### src/design/tbeq_pkg.sv
// ----------------------------------------------------------------------------
// tbeq_pkg: shared types and constants of the three-band equaliser
// Holds the sequencer states, register indexes, widths of the shared
// multiplier and the divider, and the constants of the tanh clipper.
// ----------------------------------------------------------------------------
package tbeq_pkg;

	typedef enum logic [13:0] {
		ST_IDLE     = 14'b00000000000001,
		ST_SCALE    = 14'b00000000000010,
		ST_SCALE_W  = 14'b00000000000100,
		ST_MLO      = 14'b00000000001000,
		ST_MHI      = 14'b00000000010000,
		ST_MFIN     = 14'b00000000100000,
		ST_CLIP     = 14'b00000001000000,
		ST_CLIP_SQ  = 14'b00000010000000,
		ST_DIV_ST   = 14'b00000100000000,
		ST_DIV_WAIT = 14'b00001000000000,
		ST_CLIP_AR  = 14'b00010000000000,
		ST_CLIP_Y   = 14'b00100000000000,
		ST_NEXT     = 14'b01000000000000,
		ST_DONE     = 14'b10000000000000
	} state_t;

	localparam int REG_IDX_W = 3;
	localparam logic [REG_IDX_W-1:0] REG_PREAMP    = 3'd0;
	localparam logic [REG_IDX_W-1:0] REG_LOW_COEF  = 3'd1;
	localparam logic [REG_IDX_W-1:0] REG_HIGH_COEF = 3'd2;
	localparam logic [REG_IDX_W-1:0] REG_LOW_GAIN  = 3'd3;
	localparam logic [REG_IDX_W-1:0] REG_MID_GAIN  = 3'd4;
	localparam logic [REG_IDX_W-1:0] REG_HIGH_GAIN = 3'd5;
	localparam int CFG_W = 18;
	localparam int PRE_W = 17;

	// Multiply step codes: four low poles, four high poles, three band gains.
	localparam int OP_W = 4;
	localparam logic [OP_W-1:0] OP_LOW_FIRST  = 4'd0;
	localparam logic [OP_W-1:0] OP_LOW_LAST   = 4'd3;
	localparam logic [OP_W-1:0] OP_HIGH_FIRST = 4'd4;
	localparam logic [OP_W-1:0] OP_HIGH_LAST  = 4'd7;
	localparam logic [OP_W-1:0] OP_LOW_GAIN   = 4'd8;
	localparam logic [OP_W-1:0] OP_MID_GAIN   = 4'd9;
	localparam logic [OP_W-1:0] OP_HIGH_GAIN  = 4'd10;

	localparam int MUL_A_W = 32;
	localparam int MUL_B_W = 24;
	localparam int MUL_P_W = MUL_A_W + MUL_B_W;
	localparam int WIDE_W  = 128;

	localparam int CLIP_FRAC  = 20;
	localparam int RATIO_FRAC = 17;
	localparam int A_W        = 22;
	localparam int A2_W       = 2 * A_W;
	localparam int NUM_W      = 47;
	localparam int REM_W      = NUM_W + 1;
	localparam int QUOT_W     = RATIO_FRAC + 1;
	localparam int AR_W       = A_W + QUOT_W;
	localparam int Y_W        = AR_W + 15 - (CLIP_FRAC + RATIO_FRAC) + 1;
	localparam int CNT_W      = 5;
	localparam int TANH_K27   = 27;
	localparam int TANH_K9    = 9;
	localparam logic signed [15:0] OUT_MAX = 16'sd32767;

	typedef struct packed {
		logic busy;
		logic done;
	} div_stat_t;

endpackage

### src/design/tbeq_mul.sv
// ----------------------------------------------------------------------------
// tbeq_mul: shared unsigned multiplier
// One 32 by 24 bit product per cycle with a registered result.
// ----------------------------------------------------------------------------
module tbeq_mul (
	input  logic                         clk,
	input  logic [tbeq_pkg::MUL_A_W-1:0] a,
	input  logic [tbeq_pkg::MUL_B_W-1:0] b,
	output logic [tbeq_pkg::MUL_P_W-1:0] p
);
	import tbeq_pkg::*;

	logic [MUL_P_W-1:0] p_q;

	always_ff @(posedge clk) begin
		p_q <= MUL_P_W'(a) * MUL_P_W'(b);
	end

	assign p = p_q;
endmodule

### config.mk
export PLATFORM = sky130hd
export DESIGN_NAME = tbeq_mul
export DESIGN_NICKNAME = d
export VERILOG_FILES = /design/src/design/tbeq_pkg.sv /design/src/design/tbeq_mul.sv
export SDC_FILE = /design/constraint.sdc
export NUM_CORES = 2
export LEC_CHECK = 0
export BUFFER_PORTS_ARGS = -buffer_cell sky130_fd_sc_hd__buf_4
export CAP_MARGIN = 20
export CORE_MARGIN = 5
export CORE_UTILIZATION = 64
export DETAILED_ROUTE_END_ITERATION = 7
export PLACE_DENSITY = 0.92
export REMOVE_ABC_BUFFERS = 1
export SYNTH_ARGS = -nofsm -noshare
export SYNTH_HDL_FRONTEND = slang
export SYNTH_SLANG_ARGS = --single-unit
### constraint.sdc
create_clock -name clk -period 16.5 [get_ports clk]
set_clock_uncertainty 0.05 [all_clocks]
set_input_delay 1.65 -clock clk [delete_from_list [all_inputs] [get_ports clk]]
set_output_delay 1.65 -clock clk [all_outputs]
set_load 0.02 [all_outputs]
==> qor.csv <==
metric;value;unit
min_period;8142;ps
slew_viol_final;0;
antenna_found_initial;0;
multiInputGateArea;21750;um2
syn_area;26210;um2
place_congestion;0.9587;
finalSetupViolCount;0;
cts_resized;0;
finalHoldViolations;0;
start_util;0.6448;
crit_path_end;p[46];
hold_slack;1763;ps
grt_start_max_net_pins;33;
synth-xor-area-share;0.01571;
postCtsHoldBufs;0;
max_freq;122.8;MHz
cp.arrival;8290;ps
critPathLaunch;b[3];
ys_ff_latch;56;
regArea;1121;um2
synth.distinct_cells;66;
use_met1;0.3755;
final_util;0.6708;
clkSinkCount;56;
htreeDepth;2;
worstMarginPinSlew;517.3;ps
cts-root-buf;clkbuf_16;
layout.nets;3795;
min_period_over_period;0.4935;
grt.busiest_layer;met2;
ys_seq_area_frac;0.04278;
layout.cells.most_common;inv_1;
grt_overflow;0;
hp-class;input port to flip-flop;
wire_per_inst;19.90;um
fillers;2872;
synth-simple-area-share;0.1746;
fp.dieW;212.4;um
post_cts_buffers;0;
path_class;input port to flip-flop;
wirelength;68290;um
die_h;212.4;um
drive_gt1_frac;0.04864;
rsz0062_at_grt;false;
io_buffers;112;
grtUsageMet2;0.5521;
max_cap_viol_count;0;
worst_ep_required_time;16650;ps
ys_warn_count;0;
largest_register_ffs;56;
grt_usage;0.3128;
setup_tns;0;ps
path_max_fanout;32;
vias;20190;
via_per_inst;5.885;
cts_buffers;5;
timing.slew.headroom;0.6531;
core;40650;um2
grtUsageMet3;0.03674;
path_clk_slew;80;ps
syn_to_final_growth;4.034;%
dp_hpwl;54080;um
drc;0;
yosys-mux-area-fraction;0;
syn-mean-instance-area;8.929;um2
io_pins;113;
rows;74;
grt_pass1_wl;112500;um
synth_top_family_by_area;adder cells;
clock_tree.buffer_depth;2;
mostFrequentLayoutCells;inv_1 (727), fa_1 (658), nand2_1 (424), and2_1 (392), ha_1 (182);
synthAdderAreaFrac;0.5895;
final_antenna_net_count;0;
status;complete, no violations;
async_flop_share;0;
synth-compound-area-share;0.05013;
firstDrtPassIters;6;
cts_tree;yes;
synth_edf_count;0;
cp-end-kind;flip-flop;
syn_inst;2935;
dieArea;45100;um2
grt_pass1_vias;23130;
cp-start-kind;input port;
first_iter_violations;1749;
synth_flop_cell;dfxtp_1;
antenna_cells;0;
==> cell usage after synthesis (4+ instances only) <==
library cell,count,area (um2)
o21a_1,6,45.04
fa_1,658,13170
a21oi_1,61,305.3
a311oi_1,4,35.03
o21bai_1,12,90.09
nand4_1,12,75.07
xor2_1,16,140.1
o211ai_1,8,60.06
nand2_1,424,1592
a211oi_1,10,75.07
nor2_1,32,120.1
o21ai_0,29,145.1
nand3_1,20,100.1
dfxtp_1,56,1121
xnor2_1,31,271.5
a21o_1,19,142.6
nor3_1,4,20.02
o31ai_1,5,37.54
and2_1,392,2452
inv_1,727,2729
buf_2,6,30.03
ha_1,182,2277
and3_1,10,62.56
a21boi_0,4,30.03
clkbuf_1,147,551.8
a31oi_1,5,31.28
==> worst max-delay path, cell delays in order <==
cell and delay [ps]:
buf_4 350, nand2_1 160, fa_1 560, inv_1 50, fa_1 490, inv_1 60
fa_1 490, fa_1 510, inv_1 60, fa_1 510, fa_1 520, inv_1 60
fa_1 470, inv_1 40, ha_1 360, a211oi_1 340, o211ai_1 160, a21oi_1 280
o211ai_1 150, and3_1 220, a211oi_2 390, o21ai_0 200, xor2_1 180
==> metal layers <==
| layer | up-vias | share of wire |
|---|---|---|
| li1 | 8393 | - |
| met3 | 352 | 0.093 |
| met4 | 0 | 0.066 |
| met2 | 1268 | 0.51 |
| met1 | 10180 | 0.33 |
| met5 | - | 0 |
==> through the flow <==
stage	instances	area, um2	setup WS [ps]
2_1_floorplan	2779	25600	9106
3_3_place_gp	3423	27110	8269
3_5_place_dp	3423	27110	8175
4_1_cts	3431	27260	8469
5_1_grt	3431	27260	8136
6_report	3431	27260	8358
==> area by class of cell <==
cell class / count / share of cell area
flip-flops and latches: 56 / 0.04112
clock inverters: 2 / 0.0006425
well taps: 532 / 0.02441
multi-input cells: 1996 / 0.7978
repair buffers: 112 / 0.03084
clock buffers: 6 / 0.005094
inverters: 727 / 0.1001
==> how the worst min path moves through the flow <==
stage	startpoint	to	slack, ps	cells past startpoint
after floorplan	b[0]	p[0]	1720	1
after global routing	a[0]	p[0]	1790	2
final	b[0]	p[0]	1760	2
after CTS	b[0]	p[0]	1760	2
after global placement	p[30]	p[30]	2010	1
after detailed placement	p[2]	p[2]	2010	1
==> logic make-up (layout without fill, tap and decap cells) <==
logic type	Yosys count	in the layout
flip-flops	56	56
XOR/XNOR	47	47
buffers and inverters	883	847
adder cells (fa/ha/maj)	840	840
AO/OA/AOI/OAI	194	194
AND/OR/NAND/NOR	915	915
Power is not shown: default switching activity piles up to over one toggle a cycle in this logic, so the estimate is an artifact.
