File: src/design/tbeq_pkg.sv
// ----------------------------------------------------------------------------
// tbeq_pkg: shared types and constants of the three-band equaliser
// Holds the sequencer states, register indexes, widths of the shared
// multiplier and the divider, and the constants of the tanh clipper.
// ----------------------------------------------------------------------------
package tbeq_pkg;

	typedef enum logic [13:0] {
		ST_IDLE     = 14'b00000000000001,
		ST_SCALE    = 14'b00000000000010,
		ST_SCALE_W  = 14'b00000000000100,
		ST_MLO      = 14'b00000000001000,
		ST_MHI      = 14'b00000000010000,
		ST_MFIN     = 14'b00000000100000,
		ST_CLIP     = 14'b00000001000000,
		ST_CLIP_SQ  = 14'b00000010000000,
		ST_DIV_ST   = 14'b00000100000000,
		ST_DIV_WAIT = 14'b00001000000000,
		ST_CLIP_AR  = 14'b00010000000000,
		ST_CLIP_Y   = 14'b00100000000000,
		ST_NEXT     = 14'b01000000000000,
		ST_DONE     = 14'b10000000000000
	} state_t;

	localparam int REG_IDX_W = 3;
	localparam logic [REG_IDX_W-1:0] REG_PREAMP    = 3'd0;
	localparam logic [REG_IDX_W-1:0] REG_LOW_COEF  = 3'd1;
	localparam logic [REG_IDX_W-1:0] REG_HIGH_COEF = 3'd2;
	localparam logic [REG_IDX_W-1:0] REG_LOW_GAIN  = 3'd3;
	localparam logic [REG_IDX_W-1:0] REG_MID_GAIN  = 3'd4;
	localparam logic [REG_IDX_W-1:0] REG_HIGH_GAIN = 3'd5;
	localparam int CFG_W = 18;
	localparam int PRE_W = 17;

	// Multiply step codes: four low poles, four high poles, three band gains.
	localparam int OP_W = 4;
	localparam logic [OP_W-1:0] OP_LOW_FIRST  = 4'd0;
	localparam logic [OP_W-1:0] OP_LOW_LAST   = 4'd3;
	localparam logic [OP_W-1:0] OP_HIGH_FIRST = 4'd4;
	localparam logic [OP_W-1:0] OP_HIGH_LAST  = 4'd7;
	localparam logic [OP_W-1:0] OP_LOW_GAIN   = 4'd8;
	localparam logic [OP_W-1:0] OP_MID_GAIN   = 4'd9;
	localparam logic [OP_W-1:0] OP_HIGH_GAIN  = 4'd10;

	localparam int MUL_A_W = 32;
	localparam int MUL_B_W = 24;
	localparam int MUL_P_W = MUL_A_W + MUL_B_W;
	localparam int WIDE_W  = 128;

	localparam int CLIP_FRAC  = 20;
	localparam int RATIO_FRAC = 17;
	localparam int A_W        = 22;
	localparam int A2_W       = 2 * A_W;
	localparam int NUM_W      = 47;
	localparam int REM_W      = NUM_W + 1;
	localparam int QUOT_W     = RATIO_FRAC + 1;
	localparam int AR_W       = A_W + QUOT_W;
	localparam int Y_W        = AR_W + 15 - (CLIP_FRAC + RATIO_FRAC) + 1;
	localparam int CNT_W      = 5;
	localparam int TANH_K27   = 27;
	localparam int TANH_K9    = 9;
	localparam logic signed [15:0] OUT_MAX = 16'sd32767;

	typedef struct packed {
		logic busy;
		logic done;
	} div_stat_t;

endpackage

File: src/design/tbeq_div.sv
// ----------------------------------------------------------------------------
// tbeq_div: restoring divider for the clipper ratio
// Produces floor(num * 2^17 / den) one quotient bit per cycle; needs num <= den.
// ----------------------------------------------------------------------------
module tbeq_div (
	input  logic                        clk,
	input  logic                        arst_n,
	input  logic                        start,
	input  logic [tbeq_pkg::NUM_W-1:0]  num,
	input  logic [tbeq_pkg::NUM_W-1:0]  den,
	output logic [tbeq_pkg::QUOT_W-1:0] quot,
	output tbeq_pkg::div_stat_t         stat
);
	import tbeq_pkg::*;

	logic [REM_W-1:0]  rem_q;
	logic [NUM_W-1:0]  den_q;
	logic [QUOT_W-1:0] quot_q;
	logic [CNT_W-1:0]  cnt_q;
	logic              done_q;
	logic              fits;
	logic [REM_W-1:0]  diff;

	assign diff = rem_q - REM_W'(den_q);
	assign fits = rem_q >= REM_W'(den_q);

	always_ff @(posedge clk or negedge arst_n) begin
		if (!arst_n) begin
			cnt_q  <= '0;
			done_q <= 1'b0;
		end else begin
			done_q <= (cnt_q == CNT_W'(1));
			if (start) begin
				cnt_q <= CNT_W'(QUOT_W);
			end else if (cnt_q != '0) begin
				cnt_q <= cnt_q - 1'b1;
			end
		end
	end

	// The low dividend bits are all zero, so each step only doubles the remainder.
	always_ff @(posedge clk) begin
		if (start) begin
			rem_q  <= REM_W'(num);
			den_q  <= den;
			quot_q <= '0;
		end else if (cnt_q != '0) begin
			quot_q <= {quot_q[QUOT_W-2:0], fits};
			rem_q  <= fits ? {diff[REM_W-2:0], 1'b0} : {rem_q[REM_W-2:0], 1'b0};
		end
	end

	assign quot      = quot_q;
	assign stat.busy = cnt_q != '0;
	assign stat.done = done_q;
endmodule

File: config.mk
export PLATFORM = sky130hd
export DESIGN_NAME = tbeq_div
export DESIGN_NICKNAME = d
export VERILOG_FILES = /design/src/design/tbeq_pkg.sv /design/src/design/tbeq_div.sv
export SDC_FILE = /design/constraint.sdc
export NUM_CORES = 1
export LEC_CHECK = 0
export ABC_AREA = 0
export BUFFER_PORTS_ARGS = -buffer_cell sky130_fd_sc_hd__clkbuf_2
export CORE_MARGIN = 2
export CORE_UTILIZATION = 45
export DETAILED_ROUTE_END_ITERATION = 8
export PLACE_DENSITY_LB_ADDON = 0.08
export SLEW_MARGIN = 30
export SYNTH_ARGS = -nofsm -noshare
export SYNTH_HDL_FRONTEND = slang
export SYNTH_SLANG_ARGS = --single-unit
File: constraint.sdc
create_clock -name clk -period 5.8 [get_ports clk]
set_input_delay 1.16 -clock clk [delete_from_list [all_inputs] [get_ports clk]]
set_output_delay 1.16 -clock clk [all_outputs]
set_load 0.02 [all_outputs]
==> run_results.csv <==
group,metric,value,unit
status,status,"finished, final reports clean",
logic_synthesis,synth_nets,971,
logic_synthesis,yosys_warnings,0,
power,leakage,4.04,nW
route,drt_first_pass_iters,5,
logic_synthesis,synthAdderAreaFrac,0.0834,
final_layout,nets,1067,
die,core,0.0167,mm2
timing,timing.final.crit_share,0.699,
logic_synthesis,yosysMostFrequentCell,"nand2_1",
power,ir_drop,0.000285,V
route,wire_per_inst,15.4,um
logic_synthesis,synthXorXnorAreaFrac,0.0487,
logic_synthesis,avgSynthCellArea,9.40,um2
setup_path,end_kind,"flop",
clocking,worst_skew_pair.late_latency,0.43,ns
setup_path,crit_type,"flop to flop",
route,wl,17800,um
logic_synthesis,synth_mux_area_frac,0.0516,
timing,fin_crit,4.05,ns
hold_path,min_from,"quot[17]",
setup_path,cp-startpoint,"rem_q[5]",
logic_synthesis,synth.area.top_cells,"edfxtp_1 (36%), ha_1 (8.1%), nand2_1 (5.3%), a21oi_1 (5.1%), dfxtp_1 (4.9%)",
final_layout,drive_gt1_frac,0.207,
die,design.portCount,117,
final_layout,final_util,0.540,
placed_design,io_buffers,116,
logic_synthesis,synth_top_area_frac,0.365,
timing,fin_worst_skew,0.00859,ns
logic_synthesis,ys_types,56,
die,rows,47,
logic_synthesis,async_reset_ff_frac,0.0504,
timing,hold_viol,0,
timing,tightest_slew,0.912,ns
placed_design,gp_congestion,0.897,
logic_synthesis,synth_top_family_by_area,"compound AO/OA/AOI/OAI gates",
die,die_w,135,um
global_routing,grt_overflow,0,
global_routing,grt_pass1_wl,29700,um
logic_synthesis,synth_commonest_cells,"nand2_1 (109), edfxtp_1 (94), a21oi_1 (79)",
run,cap_violations,0,
timing,rsz0062_at_grt,"no",
setup_path,cp_data_required_time,5.94,ns
logic_synthesis,synthCells,823,
clocking,cts_setup_buffers,0,
logic_synthesis,synthSimpleGateAreaFrac,0.129,
timing,fmax,0.247,GHz
clocking,cts_tree,"yes",
route,via_count,6268,
setup_path,crit_path_max_fanout,38,
timing,setup-violations-final,0,
timing,slew_violations,0,
route,drt_iter0_drc,431,
route,drtAntennaViolNets,0,
timing,slew-limit-headroom,0.391,
die,start_util,0.463,
setup_path,cp.arrival,4.19,ns
route,drc_errors,0,
setup_path,r2r-start,"rem_q[5]",
hold_path,hold_class,"flop to flop",
route,viasPerCell,5.44,
timing,tns,0,ns
clocking,cts_sinks,119,
clocking,cts-root-buf,"clkbuf_16",
setup_path,worstSetupStartpointType,"flop",
final_layout,antenna_cells,0,
die,dieHeight,135,um
logic_synthesis,syn_area,0.00774,mm2
final_layout,syn2layout_area_growth,16.5,%
logic_synthesis,ys_seq_area_frac,0.433,
logic_synthesis,synth_seq_cells,119,
power,powerDensity,543,mW/mm2
global_routing,grt_max_degree,75,
clocking,cts_max_path_buffers,2,
global_routing,grt_antenna_before_repair,0,
logic_synthesis,synthFlopType,"edfxtp_1",
clocking,clkTransAtPathRegs,0.06,ns
global_routing,grt_pass1_vias,6350,
die,die_area,0.0183,mm2
clocking,cts.htree.levels,4,
clocking,ctsResizeCount,0,
clocking,ctsHoldBuffers,0,
final_layout,nFillCells,1540,
placed_design,place_hpwl,12900,um
clocking,cts_buffers,17,
logic_synthesis,synth_edf_count,94,
global_routing,grt_usage,0.204,
logic_synthesis,synth_compound_area_frac,0.196,
logic_synthesis,synth_largest_area_cell,"edfxtp_1",
worst max-delay path, cell delays in order, from the launching register on:
cell and delay, ns:
edfxtp_1 0.40, ha_1 0.38, a21o_1 0.21, or3_1 0.32, o21a_1 0.23, a211oi_2 0.35
o21a_1 0.25, nor2_1 0.10, a21oi_4 0.73, buf_4 0.40, nor2_1 0.08, a211oi_1 0.23
a21oi_1 0.07
through the flow:
| step | hold WS [ns] | instance area (um2) | power [mW] | setup WS (ns) | std cells |
|---|---|---|---|---|---|
| global placement | 0.439 | 8450 | 3.82 | 1.83 | 1120 |
| detailed placement | 0.451 | 8450 | 3.85 | 1.70 | 1120 |
| floorplan | 0.450 | 7740 | 3.33 | 2.50 | 823 |
| global route | 0.481 | 9020 | 5.30 | 1.30 | 1152 |
| CTS | 0.458 | 9020 | 4.91 | 1.66 | 1152 |
| finish | 0.455 | 9020 | 4.89 | 1.75 | 1152 |
sequential cells by signal (all words and copies together) (netlist names):
register,flops
rem_q,48
den_q,47
quot,18
cnt_q,5
done_q,1
cells by family (layout without fill, tap and decap cells):
logic type / count (synthesis) / count (layout)
DFF: 119 / 119
buffers and inverters: 114 / 223
adders and majority gates: 51 / 51
AOI/OAI and AO/OA: 241 / 241
muxes: 36 / 36
and+or+nand+nor: 219 / 219
xor gates and xnor gates: 43 / 43
cell usage in the layout, fill, tap and decap left out, drive strengths merged, types with 7 or more instances in the layout:
cell	instances
inv	79
a211oi	9
nand2	109
clkbuf	134
buf	7
xor2	15
o21bai	10
ha	50
nor3	10
mux2	31
a21oi	80
nor2	36
and3	10
a21o	37
edfxtp	94
nand3	10
dfxtp	19
xnor2	28
nor2b	8
o21ai	61
nand4	12
routing by layer:
layer | up-vias | track usage | wire length, um
met2 | 156 | 0.333 | 8350
met1 | 2937 | 0.265 | 8310
met5 | - | 0 | 0
li1 | 3141 | - | -
met3 | 34 | 0.0492 | 771
met4 | 0 | 0.0718 | 339
power by group:
part	internal, mW	switching [mW]	total (mW)	leakage (nW)
clock	0.593	0.435	1.03	0.286
sequential	1.20	0.124	1.33	1.19
combinational	1.09	1.45	2.54	2.56
layout make-up:
type                       count  area [um2]  share of cell area
multi-input combinational    590        3940               0.436
sequential                   119        3350               0.372
timing repair buffer         122         628              0.0697
clock buffer                  19         464              0.0515
tap                          220         275              0.0305
inverter                      69         259              0.0287
clock inverter                13         103              0.0114
final timing paths:
check                             to  slack, ns  cells past startpoint
max                        rem_q[10]       1.75                     12
min reg2reg                 quot[17]       0.45                      2
max in group asynchronous     done_q       5.11                      1
min in group asynchronous   cnt_q[1]       0.55                      1
min                         quot[17]       0.45                      2
max reg2reg                rem_q[10]       1.75                     12
Power figures use the tool's default switching activity.
